`src/sv/tklt_pkg.sv`:
```
// Package for the top-k largest tracker: field widths, mode codes and the
// entry and cell control types shared by the cell chain and the top level.
// No dependencies.
package tklt_pkg;

  localparam int SIZE_W          = 63;
  localparam int TAG_W           = 32;
  localparam int TOPC_W          = 6;
  localparam int MAX_ENTRIES_DEF = 32;

  localparam logic [TOPC_W-1:0] TOPC_RESET = 6'd20;

  localparam logic [1:0] MODE_INSERT = 2'd0;
  localparam logic [1:0] MODE_READ   = 2'd1;
  localparam logic [1:0] MODE_CLEAR  = 2'd2;

  typedef struct packed {
    logic [SIZE_W-1:0] size;
    logic [TAG_W-1:0]  tag;
  } entry_t;

  // Per-cycle command broadcast to every cell of the chain.
  typedef struct packed {
    logic ins_en;  // insert the offered entry at its sorted place
    logic rot_en;  // rotate the held list one place toward cell zero
  } cell_ctrl_t;

endpackage

```
`src/sv/tklt_cell.sv`:
```
// One cell of the sorted chain: holds one entry, compares it against the
// offered entry and takes its neighbor's entry on insert or rotate.
// Depends on tklt_pkg.
module tklt_cell
  import tklt_pkg::*;
(
  input  logic       clk,
  input  cell_ctrl_t ctrl,
  input  entry_t     new_entry,
  input  logic       occ,        // this cell holds a live entry
  input  logic       take_prev,  // the cell above also moves this cycle
  input  entry_t     prev_entry,
  input  entry_t     next_entry,
  input  entry_t     wrap_entry,
  input  logic       wrap,       // this cell is the last live one
  output entry_t     entry,
  output logic       lt,
  output logic       take
);

  entry_t entry_r;
  entry_t entry_nxt;

  // Strictly smaller keeps older equal entries ahead of the offered one.
  assign lt    = occ && (entry_r.size < new_entry.size);
  assign take  = !occ || lt;
  assign entry = entry_r;

  always_comb begin
    entry_nxt = entry_r;
    if (ctrl.ins_en && take) begin
      entry_nxt = take_prev ? prev_entry : new_entry;
    end else if (ctrl.rot_en) begin
      entry_nxt = wrap ? wrap_entry : next_entry;
    end
  end

  always_ff @(posedge clk) begin
    entry_r <= entry_nxt;
  end

endmodule

```
`config.mk`:
```
export PLATFORM = sky130hd
export DESIGN_NAME = tklt_cell
export DESIGN_NICKNAME = d
export VERILOG_FILES = /design/src/sv/tklt_pkg.sv /design/src/sv/tklt_cell.sv
export SDC_FILE = /design/constraint.sdc
export NUM_CORES = 1
export LEC_CHECK = 0
export ABC_AREA = 1
export ABC_CLOCK_PERIOD_IN_PS = 5000
export BUFFER_PORTS_ARGS = -buffer_cell sky130_fd_sc_hd__buf_4
export CORE_AREA = 3 3 189 191
export DETAILED_ROUTE_END_ITERATION = 8
export DIE_AREA = 0 0 192 194
export PLACE_DENSITY = 0.58
export SYNTH_ARGS = -nofsm -noshare
export SYNTH_HDL_FRONTEND = slang
export SYNTH_SLANG_ARGS = --single-unit
```
`constraint.sdc`:
```
create_clock -name clk -period 5 [get_ports clk]
set_clock_uncertainty 0.05 [all_clocks]
set_input_delay 0.5 -clock clk [delete_from_list [all_inputs] [get_ports clk]]
set_output_delay 0.5 -clock clk [all_outputs]
set_load 0.005 [all_outputs]
```
==> flow_summary.html, run 1 <==
<table>
<tr><th>Metric</th><th>Value</th></tr>
<tr><th colspan="2">Synth</th></tr>
<tr><td>Netlist area before placement</td><td>8040 um^2</td></tr>
<tr><td>List of most frequent post-synthesis cells</td><td>sky130_fd_sc_hd__nand2_1, sky130_fd_sc_hd__mux2_2, sky130_fd_sc_hd__nand3_1, sky130_fd_sc_hd__edfxtp_1, sky130_fd_sc_hd__inv_1</td></tr>
<tr><td>Number of warnings printed during yosys synthesis</td><td>0</td></tr>
<tr><td>Mapped Nets</td><td>1438</td></tr>
<tr><td>Fraction of registers with async set/reset</td><td>0</td></tr>
<tr><td>Cell count after synthesis</td><td>990</td></tr>
<tr><td>Syn_area_per_cell</td><td>8.13 um^2</td></tr>
<tr><td>Leading cell types by total area after synthesis</td><td>sky130_fd_sc_hd__edfxtp_1, sky130_fd_sc_hd__mux2_2, sky130_fd_sc_hd__nand2_1, sky130_fd_sc_hd__ha_1, sky130_fd_sc_hd__nand3_1</td></tr>
<tr><td>Cell taking the most area after synthesis</td><td>sky130_fd_sc_hd__edfxtp_1</td></tr>
<tr><td>Number of flops mapped to enable cells by yosys</td><td>95</td></tr>
<tr><td>Number of register bits inferred by synthesis</td><td>95</td></tr>
<tr><td>Main synth FF type</td><td>sky130_fd_sc_hd__edfxtp_1</td></tr>
<tr><td>Share of the synthesized area in the top cell type</td><td>0.355</td></tr>
<tr><td>Sequential fraction of the synthesis area</td><td>0.355</td></tr>
<tr><td>Most used standard cell by instance count after synthesis</td><td>sky130_fd_sc_hd__nand2_1</td></tr>
<tr><td>Unique cell type count in the Yosys netlist</td><td>21</td></tr>
<tr><th colspan="2">Flow run</th></tr>
<tr><td>Max Cap Viol</td><td>0</td></tr>
<tr><th colspan="2">GRT</th></tr>
<tr><td>Pin count of the biggest net entering global routing</td><td>92</td></tr>
<tr><td>GRT Overall Usage</td><td>0.161</td></tr>
<tr><td>Number of antenna violations at the first check in global routing</td><td>2</td></tr>
<tr><td>Via count of the first global-routing pass</td><td>8591</td></tr>
<tr><td>Global-route wire length before repair</td><td>46400 um</td></tr>
<tr><td>Total congestion overflow</td><td>0</td></tr>
<tr><th colspan="2">Pwr</th></tr>
<tr><td>Cell Pwr Density</td><td>241 nW/um^2</td></tr>
<tr><td>Worst VDD drop</td><td>0.174 mV</td></tr>
<tr><td>Static leakage</td><td>6.33 nW</td></tr>
<tr><th colspan="2">STA</th></tr>
<tr><td>Slew of the pin with the lowest slew margin</td><td>1.03 ns</td></tr>
<tr><td>Final number of setup-violating endpoints</td><td>0</td></tr>
<tr><td>Maximum clock frequency</td><td>0.295 GHz</td></tr>
<tr><td>Setup TNS</td><td>0 ns</td></tr>
<tr><td>Max-slew violation count</td><td>0</td></tr>
<tr><td>Portion of the clock cycle consumed by the worst path in the final layout</td><td>0.677</td></tr>
<tr><td>Setup repair after global routing missed its margin</td><td>no</td></tr>
<tr><td>Final Critical Period</td><td>3.39 ns</td></tr>
<tr><td>Normalized max-slew margin</td><td>0.310</td></tr>
<tr><td>Number of endpoints with negative hold slack in the final report</td><td>0</td></tr>
<tr><th colspan="2">Worst setup path</th></tr>
<tr><td>Critical Path End Type</td><td>flip-flop</td></tr>
<tr><td>Register-to-Register Path Depth</td><td>11</td></tr>
<tr><td>Destination of the critical timing path</td><td>entry[31]</td></tr>
<tr><td>Max Fanout on Critical Path</td><td>46</td></tr>
<tr><td>Crit Path Class</td><td>flip-flop to flip-flop</td></tr>
<tr><td>Terminus of the critical flop-to-flop path</td><td>entry[31]</td></tr>
<tr><td>Launching point of the worst reg2reg path</td><td>entry[94]</td></tr>
<tr><td>Data arrival time of the critical path</td><td>3.35 ns</td></tr>
<tr><td>Critical path origin</td><td>entry[94]</td></tr>
<tr><td>Flop2flop setup slack</td><td>1.61 ns</td></tr>
<tr><td>Nature of the critical path startpoint</td><td>flip-flop</td></tr>
<tr><td>Required time of the critical path</td><td>4.96 ns</td></tr>
<tr><th colspan="2">Final layout</th></tr>
<tr><td>Final cell utilization of the core</td><td>0.361</td></tr>
<tr><td>Fraction of final layout cells sized beyond drive strength 1</td><td>0.444</td></tr>
<tr><td>Flip-flop count of the largest register after layout</td><td>95</td></tr>
<tr><td>Filler cells</td><td>3582</td></tr>
<tr><td>Number of nets in the finished design</td><td>1880</td></tr>
<tr><td>Synth-to-layout area growth</td><td>53.9%</td></tr>
<tr><th colspan="2">Placement</th></tr>
<tr><td>Detailed-placement wirelength estimate</td><td>24800 um</td></tr>
<tr><td>Buffers added on ports</td><td>482</td></tr>
<tr><td>Last weighted congestion value of the routability-driven placer</td><td>0.864</td></tr>
<tr><th colspan="2">CTS</th></tr>
<tr><td>Number of sinks handled by clock tree synthesis</td><td>95</td></tr>
<tr><td>TritonCTS clock tree</td><td>done</td></tr>
<tr><td>Buffer cell driving the clock tree root</td><td>sky130_fd_sc_hd__clkbuf_16</td></tr>
<tr><td>Cts repair resizes</td><td>0</td></tr>
<tr><td>Clk buf depth</td><td>2</td></tr>
<tr><td>Clock-pin slew of the registers on the worst-case setup and hold paths</td><td>0.07 ns</td></tr>
<tr><td>H-tree depth</td><td>3</td></tr>
<tr><td>Setup repair bufs after CTS</td><td>0</td></tr>
<tr><td>Clk_lat worst skew</td><td>0.35 ns</td></tr>
<tr><td>Clock buffer count from CTS</td><td>9</td></tr>
<tr><td>Cts-stage hold buffer count</td><td>0</td></tr>
<tr><th colspan="2">Hold path</th></tr>
<tr><td>Startpoint of the lowest-slack hold path</td><td>next_entry[55]</td></tr>
<tr><td>Type of the most critical hold path</td><td>input pin to flip-flop</td></tr>
<tr><th colspan="2">Detailed routing</th></tr>
<tr><td>Initial DRT Pass Iterations</td><td>4</td></tr>
<tr><td>Antenna Nets Post-Route</td><td>0</td></tr>
<tr><td>Vias post-DR</td><td>8428</td></tr>
<tr><td>Total wirelength of the detailed-routed design</td><td>31700 um</td></tr>
<tr><td>Remaining routing DRC violations</td><td>0</td></tr>
<tr><td>Initial drt markers</td><td>324</td></tr>
<tr><td>DR vias/cell</td><td>4.46</td></tr>
<tr><td>Post-DR wirelength/cell</td><td>16.8 um</td></tr>
<tr><th colspan="2">Floorplan</th></tr>
<tr><td>Starting Density</td><td>0.235</td></tr>
<tr><td>Area of the die</td><td>37200 um^2</td></tr>
<tr><td>Standard cell core area</td><td>34300 um^2</td></tr>
<tr><td>Chip width</td><td>192 um</td></tr>
<tr><td>Ports placed on the boundary</td><td>483</td></tr>
<tr><td>Std-Cell Rows</td><td>68</td></tr>
<tr><td>Overall die height</td><td>194 um</td></tr>
<tr><th colspan="2">Outcome</th></tr>
<tr><td>Status</td><td>complete, no violations</td></tr>
</table>
[where the power goes]
group / internal, W / switching (W)
logic: 0.000565 / 0.000519
clock network: 0.000482 / 0.000317
registers: 0.00103 / 0.0000651
total: 0.00208 / 0.000901
[routing by layer]
layer / routed length, um / vias up / GRT usage
met4: 987 / 2 / 0.0580
met1: 12600 / 3824 / 0.186
met5: 10 / - / 0
met3: 2510 / 47 / 0.0400
li1: - / 4200 / -
met2: 15500 / 355 / 0.284
[per-stage QoR]
stage	worst slack (ns)	instances	hold slack [ns]	instance area (um^2)	power, W
2_1_floorplan	0.565	990	0.754	8040	0.00162
3_3_place_gp	1.32	1876	0.842	12100	0.00220
3_5_place_dp	1.31	1876	0.847	12100	0.00222
4_1_cts	1.46	1890	0.467	12400	0.00304
5_1_grt	1.34	1891	0.479	12400	0.00319
6_report	1.61	1891	0.490	12400	0.00298
[worst min-delay path by stage]
stage / to / slack (ns) / cells after the start
floorplan: entry[0] / 0.75 / 3
global placement: entry[30] / 0.84 / 4
detailed placement: entry[8] / 0.85 / 4
CTS: entry[44] / 0.47 / 4
global route: entry[55] / 0.48 / 4
finish: entry[55] / 0.49 / 4
[cell type report]
cell class	instances	area [um^2]	share of cell area
Multi-Input combinational cell	748	4600	0.372
Timing Repair Buffer	490	3700	0.299
Sequential cell	95	2850	0.230
Tap cell	455	569	0.0460
Inverter	88	330	0.0267
Clock buffer	9	225	0.0182
Clock inverter	5	98.8	0.00798
Antenna cell	1	2.50	0.000202
[cell families after synthesis]
family | after synthesis | synth area share
DFF | 95 | 0.355
muxes | 128 | 0.179
buffers and inverters | 147 | 0.0756
adders and majority gates | 62 | 0.0964
and+or+nand+nor | 468 | 0.237
AOI/OAI and AO/OA | 90 | 0.0572
[worst max-delay path, stage by stage, from the launching register on]
cell	delay (ns)
sky130_fd_sc_hd__edfxtp_1	0.44
sky130_fd_sc_hd__ha_1	0.32
sky130_fd_sc_hd__a21oi_1	0.24
sky130_fd_sc_hd__o21ai_0	0.15
sky130_fd_sc_hd__nor2_1	0.12
sky130_fd_sc_hd__nand2_1	0.08
sky130_fd_sc_hd__a21oi_1	0.20
sky130_fd_sc_hd__nand2_2	0.11
sky130_fd_sc_hd__nand2_4	0.08
sky130_fd_sc_hd__nand2_4	0.28
sky130_fd_sc_hd__nand2_4	0.50
sky130_fd_sc_hd__buf_4	0.43
[cell usage in the layout (no fill, tap or decap), drive strengths merged]
master  count
mux2      128
o21ai      64
a21o        4
and2        1
edfxtp     95
ha         62
nand4       2
inv        88
a21oi      22
buf       490
nand2     339
nor3        2
clkbuf      9
nor2       23
bufinv      3
nand3     101
diode       1
clkinv      2
Power figures use the tool's default switching activity.
==> run 2: changes to the inputs <==
==> config.mk (replaced) <==
export PLATFORM = sky130hd
export DESIGN_NAME = tklt_cell
export DESIGN_NICKNAME = d
export VERILOG_FILES = /design/src/sv/tklt_pkg.sv /design/src/sv/tklt_cell.sv
export SDC_FILE = /design/constraint.sdc
export NUM_CORES = 1
export LEC_CHECK = 0
export ABC_AREA = 0
export ABC_CLOCK_PERIOD_IN_PS = 3260
export BUFFER_PORTS_ARGS = -buffer_cell sky130_fd_sc_hd__buf_4
export CORE_AREA = 3 3 188 190
export DETAILED_ROUTE_END_ITERATION = 8
export DIE_AREA = 0 0 191 193
export PLACE_DENSITY = 0.56
export SYNTH_ARGS = -nofsm -noshare
export SYNTH_HDL_FRONTEND = slang
export SYNTH_SLANG_ARGS = --single-unit
==> constraint.sdc (replaced) <==
create_clock -name clk -period 3.26 [get_ports clk]
set_clock_uncertainty 0.05 [all_clocks]
set_input_delay 0.326 -clock clk [delete_from_list [all_inputs] [get_ports clk]]
set_output_delay 0.326 -clock clk [all_outputs]
set_load 0.005 [all_outputs]
==> run 2 against run 1 <==
- wire length is 0.52% higher
- worst hold slack worse by 0.23 ns
- synthesized cell count is 35% lower
- setup slack worse by 1.5 ns
- combinational power is 120% higher
- total power is 83% higher
- sequential cell count stayed put
- non-clock buffer count is 11 higher
- global-route usage is 0.32 points higher
- cell count is 16% lower
- area after synthesis is 7.1% lower
- first-iteration DRC count is 45% lower
==> flow_summary.html, run 2 <==
<table>
<tr><th>Metric</th><th>Value</th></tr>
<tr><th colspan="2">Outcome</th></tr>
<tr><td>Status</td><td>complete, no violations</td></tr>
<tr><th colspan="2">STA</th></tr>
<tr><td>Number of endpoints with negative hold slack in the final report</td><td>0 (unchanged)</td></tr>
<tr><td>Max-slew violation count</td><td>0 (unchanged)</td></tr>
<tr><td>Final Critical Period</td><td>3.12 ns (-0.269 ns)</td></tr>
<tr><td>Normalized max-slew margin</td><td>0.586 (+0.276)</td></tr>
<tr><td>Maximum clock frequency</td><td>0.321 GHz (+8.6%)</td></tr>
<tr><td>Slew of the pin with the lowest slew margin</td><td>0.621 ns (-0.414 ns)</td></tr>
<tr><td>Portion of the clock cycle consumed by the worst path in the final layout</td><td>0.956 (+0.279)</td></tr>
<tr><td>Setup repair after global routing missed its margin</td><td>no</td></tr>
<tr><td>Final number of setup-violating endpoints</td><td>0 (unchanged)</td></tr>
<tr><td>Setup TNS</td><td>0 ns (unchanged)</td></tr>
<tr><td>Worst setup slack after layout</td><td>0.144 ns (-1.47 ns)</td></tr>
<tr><th colspan="2">Pwr</th></tr>
<tr><td>Worst VDD drop</td><td>0.251 mV (+44%)</td></tr>
<tr><td>Switching portion of total power</td><td>0.330 (+0.0275)</td></tr>
<tr><td>Gate power share</td><td>0.437 (+0.073)</td></tr>
<tr><td>Cell Pwr Density</td><td>453 nW/um^2 (+88%)</td></tr>
<tr><td>Static leakage</td><td>6.31 nW (-0.31%)</td></tr>
<tr><td>Sequential power share</td><td>0.359 (-0.009)</td></tr>
<tr><td>Net switching component of the power</td><td>0.00180 W (+100%)</td></tr>
<tr><td>Tot Pwr</td><td>0.00546 W (+83%)</td></tr>
<tr><td>Clock group share of total power</td><td>0.204 (-0.064)</td></tr>
<tr><td>Internal Power</td><td>0.00366 W (+76%)</td></tr>
<tr><th colspan="2">Placement</th></tr>
<tr><td>Buffers added on ports</td><td>482 (unchanged)</td></tr>
<tr><td>Setup WS pre-CTS</td><td>-0.0176 ns (-1.33 ns)</td></tr>
<tr><td>Area post-placement</td><td>11700 um^2 (-2.9%)</td></tr>
<tr><td>Number of cells in the design after placement</td><td>1561 (-17%)</td></tr>
<tr><td>Last weighted congestion value of the routability-driven placer</td><td>0.780 (-9.7%)</td></tr>
<tr><td>Detailed-placement wirelength estimate</td><td>26800 um (+8.2%)</td></tr>
<tr><th colspan="2">Synth</th></tr>
<tr><td>Mapped Nets</td><td>1095 (-24%)</td></tr>
<tr><td>Number of warnings printed during yosys synthesis</td><td>0 (unchanged)</td></tr>
<tr><td>Number of flops mapped to enable cells by yosys</td><td>95 (unchanged)</td></tr>
<tr><td>Sequential fraction of the synthesis area</td><td>0.382 (+0.0269)</td></tr>
<tr><td>Most used standard cell by instance count after synthesis</td><td>sky130_fd_sc_hd__mux2i_1</td></tr>
<tr><td>Share of the synthesized area in the top cell type</td><td>0.382 (+0.0269)</td></tr>
<tr><td>Number of register bits inferred by synthesis</td><td>95 (unchanged)</td></tr>
<tr><td>Cell taking the most area after synthesis</td><td>sky130_fd_sc_hd__mux2i_1</td></tr>
<tr><td>Cell count after synthesis</td><td>647 (-35%)</td></tr>
<tr><td>Main synth FF type</td><td>sky130_fd_sc_hd__edfxtp_1</td></tr>
<tr><td>Fraction of registers with async set/reset</td><td>0 (unchanged)</td></tr>
<tr><td>Syn_area_per_cell</td><td>11.6 um^2 (+42%)</td></tr>
<tr><td>Unique cell type count in the Yosys netlist</td><td>31 (+48%)</td></tr>
<tr><td>Leading cell types by total area after synthesis</td><td>sky130_fd_sc_hd__mux2i_1, sky130_fd_sc_hd__edfxtp_1, sky130_fd_sc_hd__ha_1, sky130_fd_sc_hd__inv_1, sky130_fd_sc_hd__a21oi_1</td></tr>
<tr><td>Netlist area before placement</td><td>7480 um^2 (-7.1%)</td></tr>
<tr><td>List of most frequent post-synthesis cells</td><td>sky130_fd_sc_hd__mux2i_1, sky130_fd_sc_hd__edfxtp_1, sky130_fd_sc_hd__ha_1, sky130_fd_sc_hd__inv_1, sky130_fd_sc_hd__a21oi_1</td></tr>
<tr><th colspan="2">Worst setup path</th></tr>
<tr><td>Required time of the critical path</td><td>3.29 ns (-1.67 ns)</td></tr>
<tr><td>Max Fanout on Critical Path</td><td>45 (-2.2%)</td></tr>
<tr><td>Launching point of the worst reg2reg path</td><td>entry[77]</td></tr>
<tr><td>Nature of the critical path startpoint</td><td>flip-flop</td></tr>
<tr><td>Critical Path End Type</td><td>flip-flop</td></tr>
<tr><td>Critical path origin</td><td>entry[77]</td></tr>
<tr><td>Crit Path Class</td><td>flip-flop to flip-flop</td></tr>
<tr><td>Data arrival time of the critical path</td><td>3.15 ns (-0.20 ns)</td></tr>
<tr><th colspan="2">Floorplan</th></tr>
<tr><td>Chip width</td><td>191 um (-0.52%)</td></tr>
<tr><td>Starting Density</td><td>0.222 (-0.0122)</td></tr>
<tr><td>Ports placed on the boundary</td><td>483 (unchanged)</td></tr>
<tr><td>Standard cell core area</td><td>33600 um^2 (-2.0%)</td></tr>
<tr><td>Overall die height</td><td>193 um (-0.52%)</td></tr>
<tr><td>Std-Cell Rows</td><td>67 (-1.5%)</td></tr>
<tr><td>Area of the die</td><td>36900 um^2 (-1.0%)</td></tr>
<tr><th colspan="2">GRT</th></tr>
<tr><td>Via count of the first global-routing pass</td><td>7287 (-15%)</td></tr>
<tr><td>Total congestion overflow</td><td>0 (unchanged)</td></tr>
<tr><td>Number of antenna violations at the first check in global routing</td><td>2 (unchanged)</td></tr>
<tr><td>Global-route wire length before repair</td><td>44400 um (-4.4%)</td></tr>
<tr><td>Pin count of the biggest net entering global routing</td><td>53 (-42%)</td></tr>
<tr><td>GRT Overall Usage</td><td>0.164 (+0.00317)</td></tr>
<tr><th colspan="2">Detailed routing</th></tr>
<tr><td>Antenna Nets Post-Route</td><td>0 (unchanged)</td></tr>
<tr><td>Initial drt markers</td><td>179 (-45%)</td></tr>
<tr><td>DR vias/cell</td><td>4.37 (-2.0%)</td></tr>
<tr><td>Remaining routing DRC violations</td><td>0 (unchanged)</td></tr>
<tr><td>Post-DR wirelength/cell</td><td>20.2 um (+20%)</td></tr>
<tr><td>Total wirelength of the detailed-routed design</td><td>31800 um (+0.52%)</td></tr>
<tr><td>Vias post-DR</td><td>6896 (-18%)</td></tr>
<tr><td>Initial DRT Pass Iterations</td><td>5 (+1)</td></tr>
<tr><th colspan="2">Hold path</th></tr>
<tr><td>Startpoint of the lowest-slack hold path</td><td>next_entry[36]</td></tr>
<tr><td>Type of the most critical hold path</td><td>input pin to flip-flop</td></tr>
<tr><th colspan="2">CTS</th></tr>
<tr><td>Number of sinks handled by clock tree synthesis</td><td>95 (unchanged)</td></tr>
<tr><td>Clock-pin slew of the registers on the worst-case setup and hold paths</td><td>0.07 ns (about the same)</td></tr>
<tr><td>Clk_lat worst skew</td><td>0.37 ns (+0.02 ns)</td></tr>
<tr><td>Buffer cell driving the clock tree root</td><td>sky130_fd_sc_hd__clkbuf_16</td></tr>
<tr><td>H-tree depth</td><td>3 (unchanged)</td></tr>
<tr><td>Clock buffer count from CTS</td><td>9 (unchanged)</td></tr>
<tr><td>TritonCTS clock tree</td><td>done</td></tr>
<tr><td>Clk buf depth</td><td>2 (unchanged)</td></tr>
<tr><td>Cts-stage hold buffer count</td><td>0 (unchanged)</td></tr>
<tr><th colspan="2">Final layout</th></tr>
<tr><td>Top library cells by usage in the layout, fill and taps aside</td><td>sky130_fd_sc_hd__buf_4, sky130_fd_sc_hd__mux2i_1, sky130_fd_sc_hd__edfxtp_1</td></tr>
<tr><td>Final std cells w/o fill</td><td>1579 (-16%)</td></tr>
<tr><td>Flip-flop count of the largest register after layout</td><td>95 (unchanged)</td></tr>
<tr><td>Synth-to-layout area growth</td><td>61.2%</td></tr>
<tr><td>Most frequent standard cell in the layout excluding fill and tap cells</td><td>sky130_fd_sc_hd__buf_4</td></tr>
<tr><td>Number of nets in the finished design</td><td>1574 (-16%)</td></tr>
<tr><td>Fraction of final layout cells sized beyond drive strength 1</td><td>0.464 (+0.0198)</td></tr>
<tr><td>Final cell area excluding filler cells</td><td>12100 um^2 (-2.7%)</td></tr>
<tr><th colspan="2">Flow run</th></tr>
<tr><td>Max Cap Viol</td><td>0 (unchanged)</td></tr>
</table>
-- run 2: changes by cell type in the layout (fill, tap and decap cells not counted), moves of 3 or more --
| cell | delta |
|---|---|
| sky130_fd_sc_hd__inv_1 | -25 |
| sky130_fd_sc_hd__nand3_1 | -95 |
| sky130_fd_sc_hd__a21oi_1 | +6 |
| sky130_fd_sc_hd__nor2_1 | -16 |
| sky130_fd_sc_hd__buf_12 | +5 |
| sky130_fd_sc_hd__nand2_4 | -3 |
| sky130_fd_sc_hd__nand4_1 | +6 |
| sky130_fd_sc_hd__nand2_1 | -311 |
| sky130_fd_sc_hd__mux2i_1 | +285 |
| sky130_fd_sc_hd__buf_4 | +4 |
| sky130_fd_sc_hd__o21ai_0 | -55 |
| sky130_fd_sc_hd__mux2_2 | -128 |
-- run 2: critical path, stage by stage, from the launching register on --
cell                       delay [ns]
sky130_fd_sc_hd__edfxtp_1        0.39
sky130_fd_sc_hd__ha_1            0.35
sky130_fd_sc_hd__nand4_2         0.20
sky130_fd_sc_hd__nor3_1          0.29
sky130_fd_sc_hd__a221o_1         0.21
sky130_fd_sc_hd__nor3_1          0.07
sky130_fd_sc_hd__buf_4           0.14
sky130_fd_sc_hd__and2b_1         0.15
sky130_fd_sc_hd__a311o_2         0.45
sky130_fd_sc_hd__or2_4           0.28
sky130_fd_sc_hd__buf_12          0.18
-- run 2: worst paths after layout --
path | end | slack (ns) | depth (start not counted)
max | entry[46] | 0.14 | 10
min | entry[36] | 0.26 | 3
max reg2reg | entry[46] | 0.14 | 10
min reg2reg | entry[59] | 1.57 | 7
-- run 2: through the flow --
step / hold WS (ns) / util
floorplan: 0.542 / -
global placement: 0.632 / 0.348
detailed placement: 0.642 / 0.348
CTS: 0.230 / 0.357
global route: 0.248 / 0.359
finish: 0.259 / 0.359
-- run 2: repair_timing --
action / 4_1_cts / 5_1_grt
setup buffers: 0 / 2
cloned: 0 / 0
setup endpoints to repair: 3 / 111
gates resized for setup: 3 / 5
hold endpoints to repair: 0 / 0
pin swaps: 0 / 3
-- run 2: layout make-up --
class                      count  area [um^2]
antenna                        1         2.50
clock buffer                  10          229
clock inverter                 5         58.8
fill                        3461        21600
inverter                      62          233
multi-input combinational    457         4260
sequential                    95         2850
tap                          448          561
timing repair buffer         501         3860
-- run 2: kinds of logic (layout without fill, tap and decap cells) --
logic type,after synthesis,in the layout,synth area share
adder cells (fa/ha/maj),62,62,0.104
buffers and inverters,95,578,0.0537
other,0,1,0
AO/OA/AOI/OAI,50,50,0.0380
AND/OR/NAND/NOR,60,60,0.0413
flip-flops,95,95,0.382
multiplexers,285,285,0.382
-- run 2: power groups by stage --
stage                     Combinational [W]  Sequential [W]  Clock [W]
final                               0.00239         0.00196    0.00111
after global routing                0.00263         0.00200    0.00120
after CTS                           0.00243         0.00197    0.00117
after detailed placement            0.00242         0.00199          0
after global placement              0.00241         0.00198          0
after floorplan                     0.00107         0.00198          0
-- run 2: metal layers --
metal | share of wire | track usage | up-vias
li1 | - | - | 3378
met4 | 0.015 | 0.0485 | 2
met2 | 0.53 | 0.309 | 313
met5 | 0.00063 | 0 | -
met1 | 0.36 | 0.170 | 3181
met3 | 0.094 | 0.0582 | 22
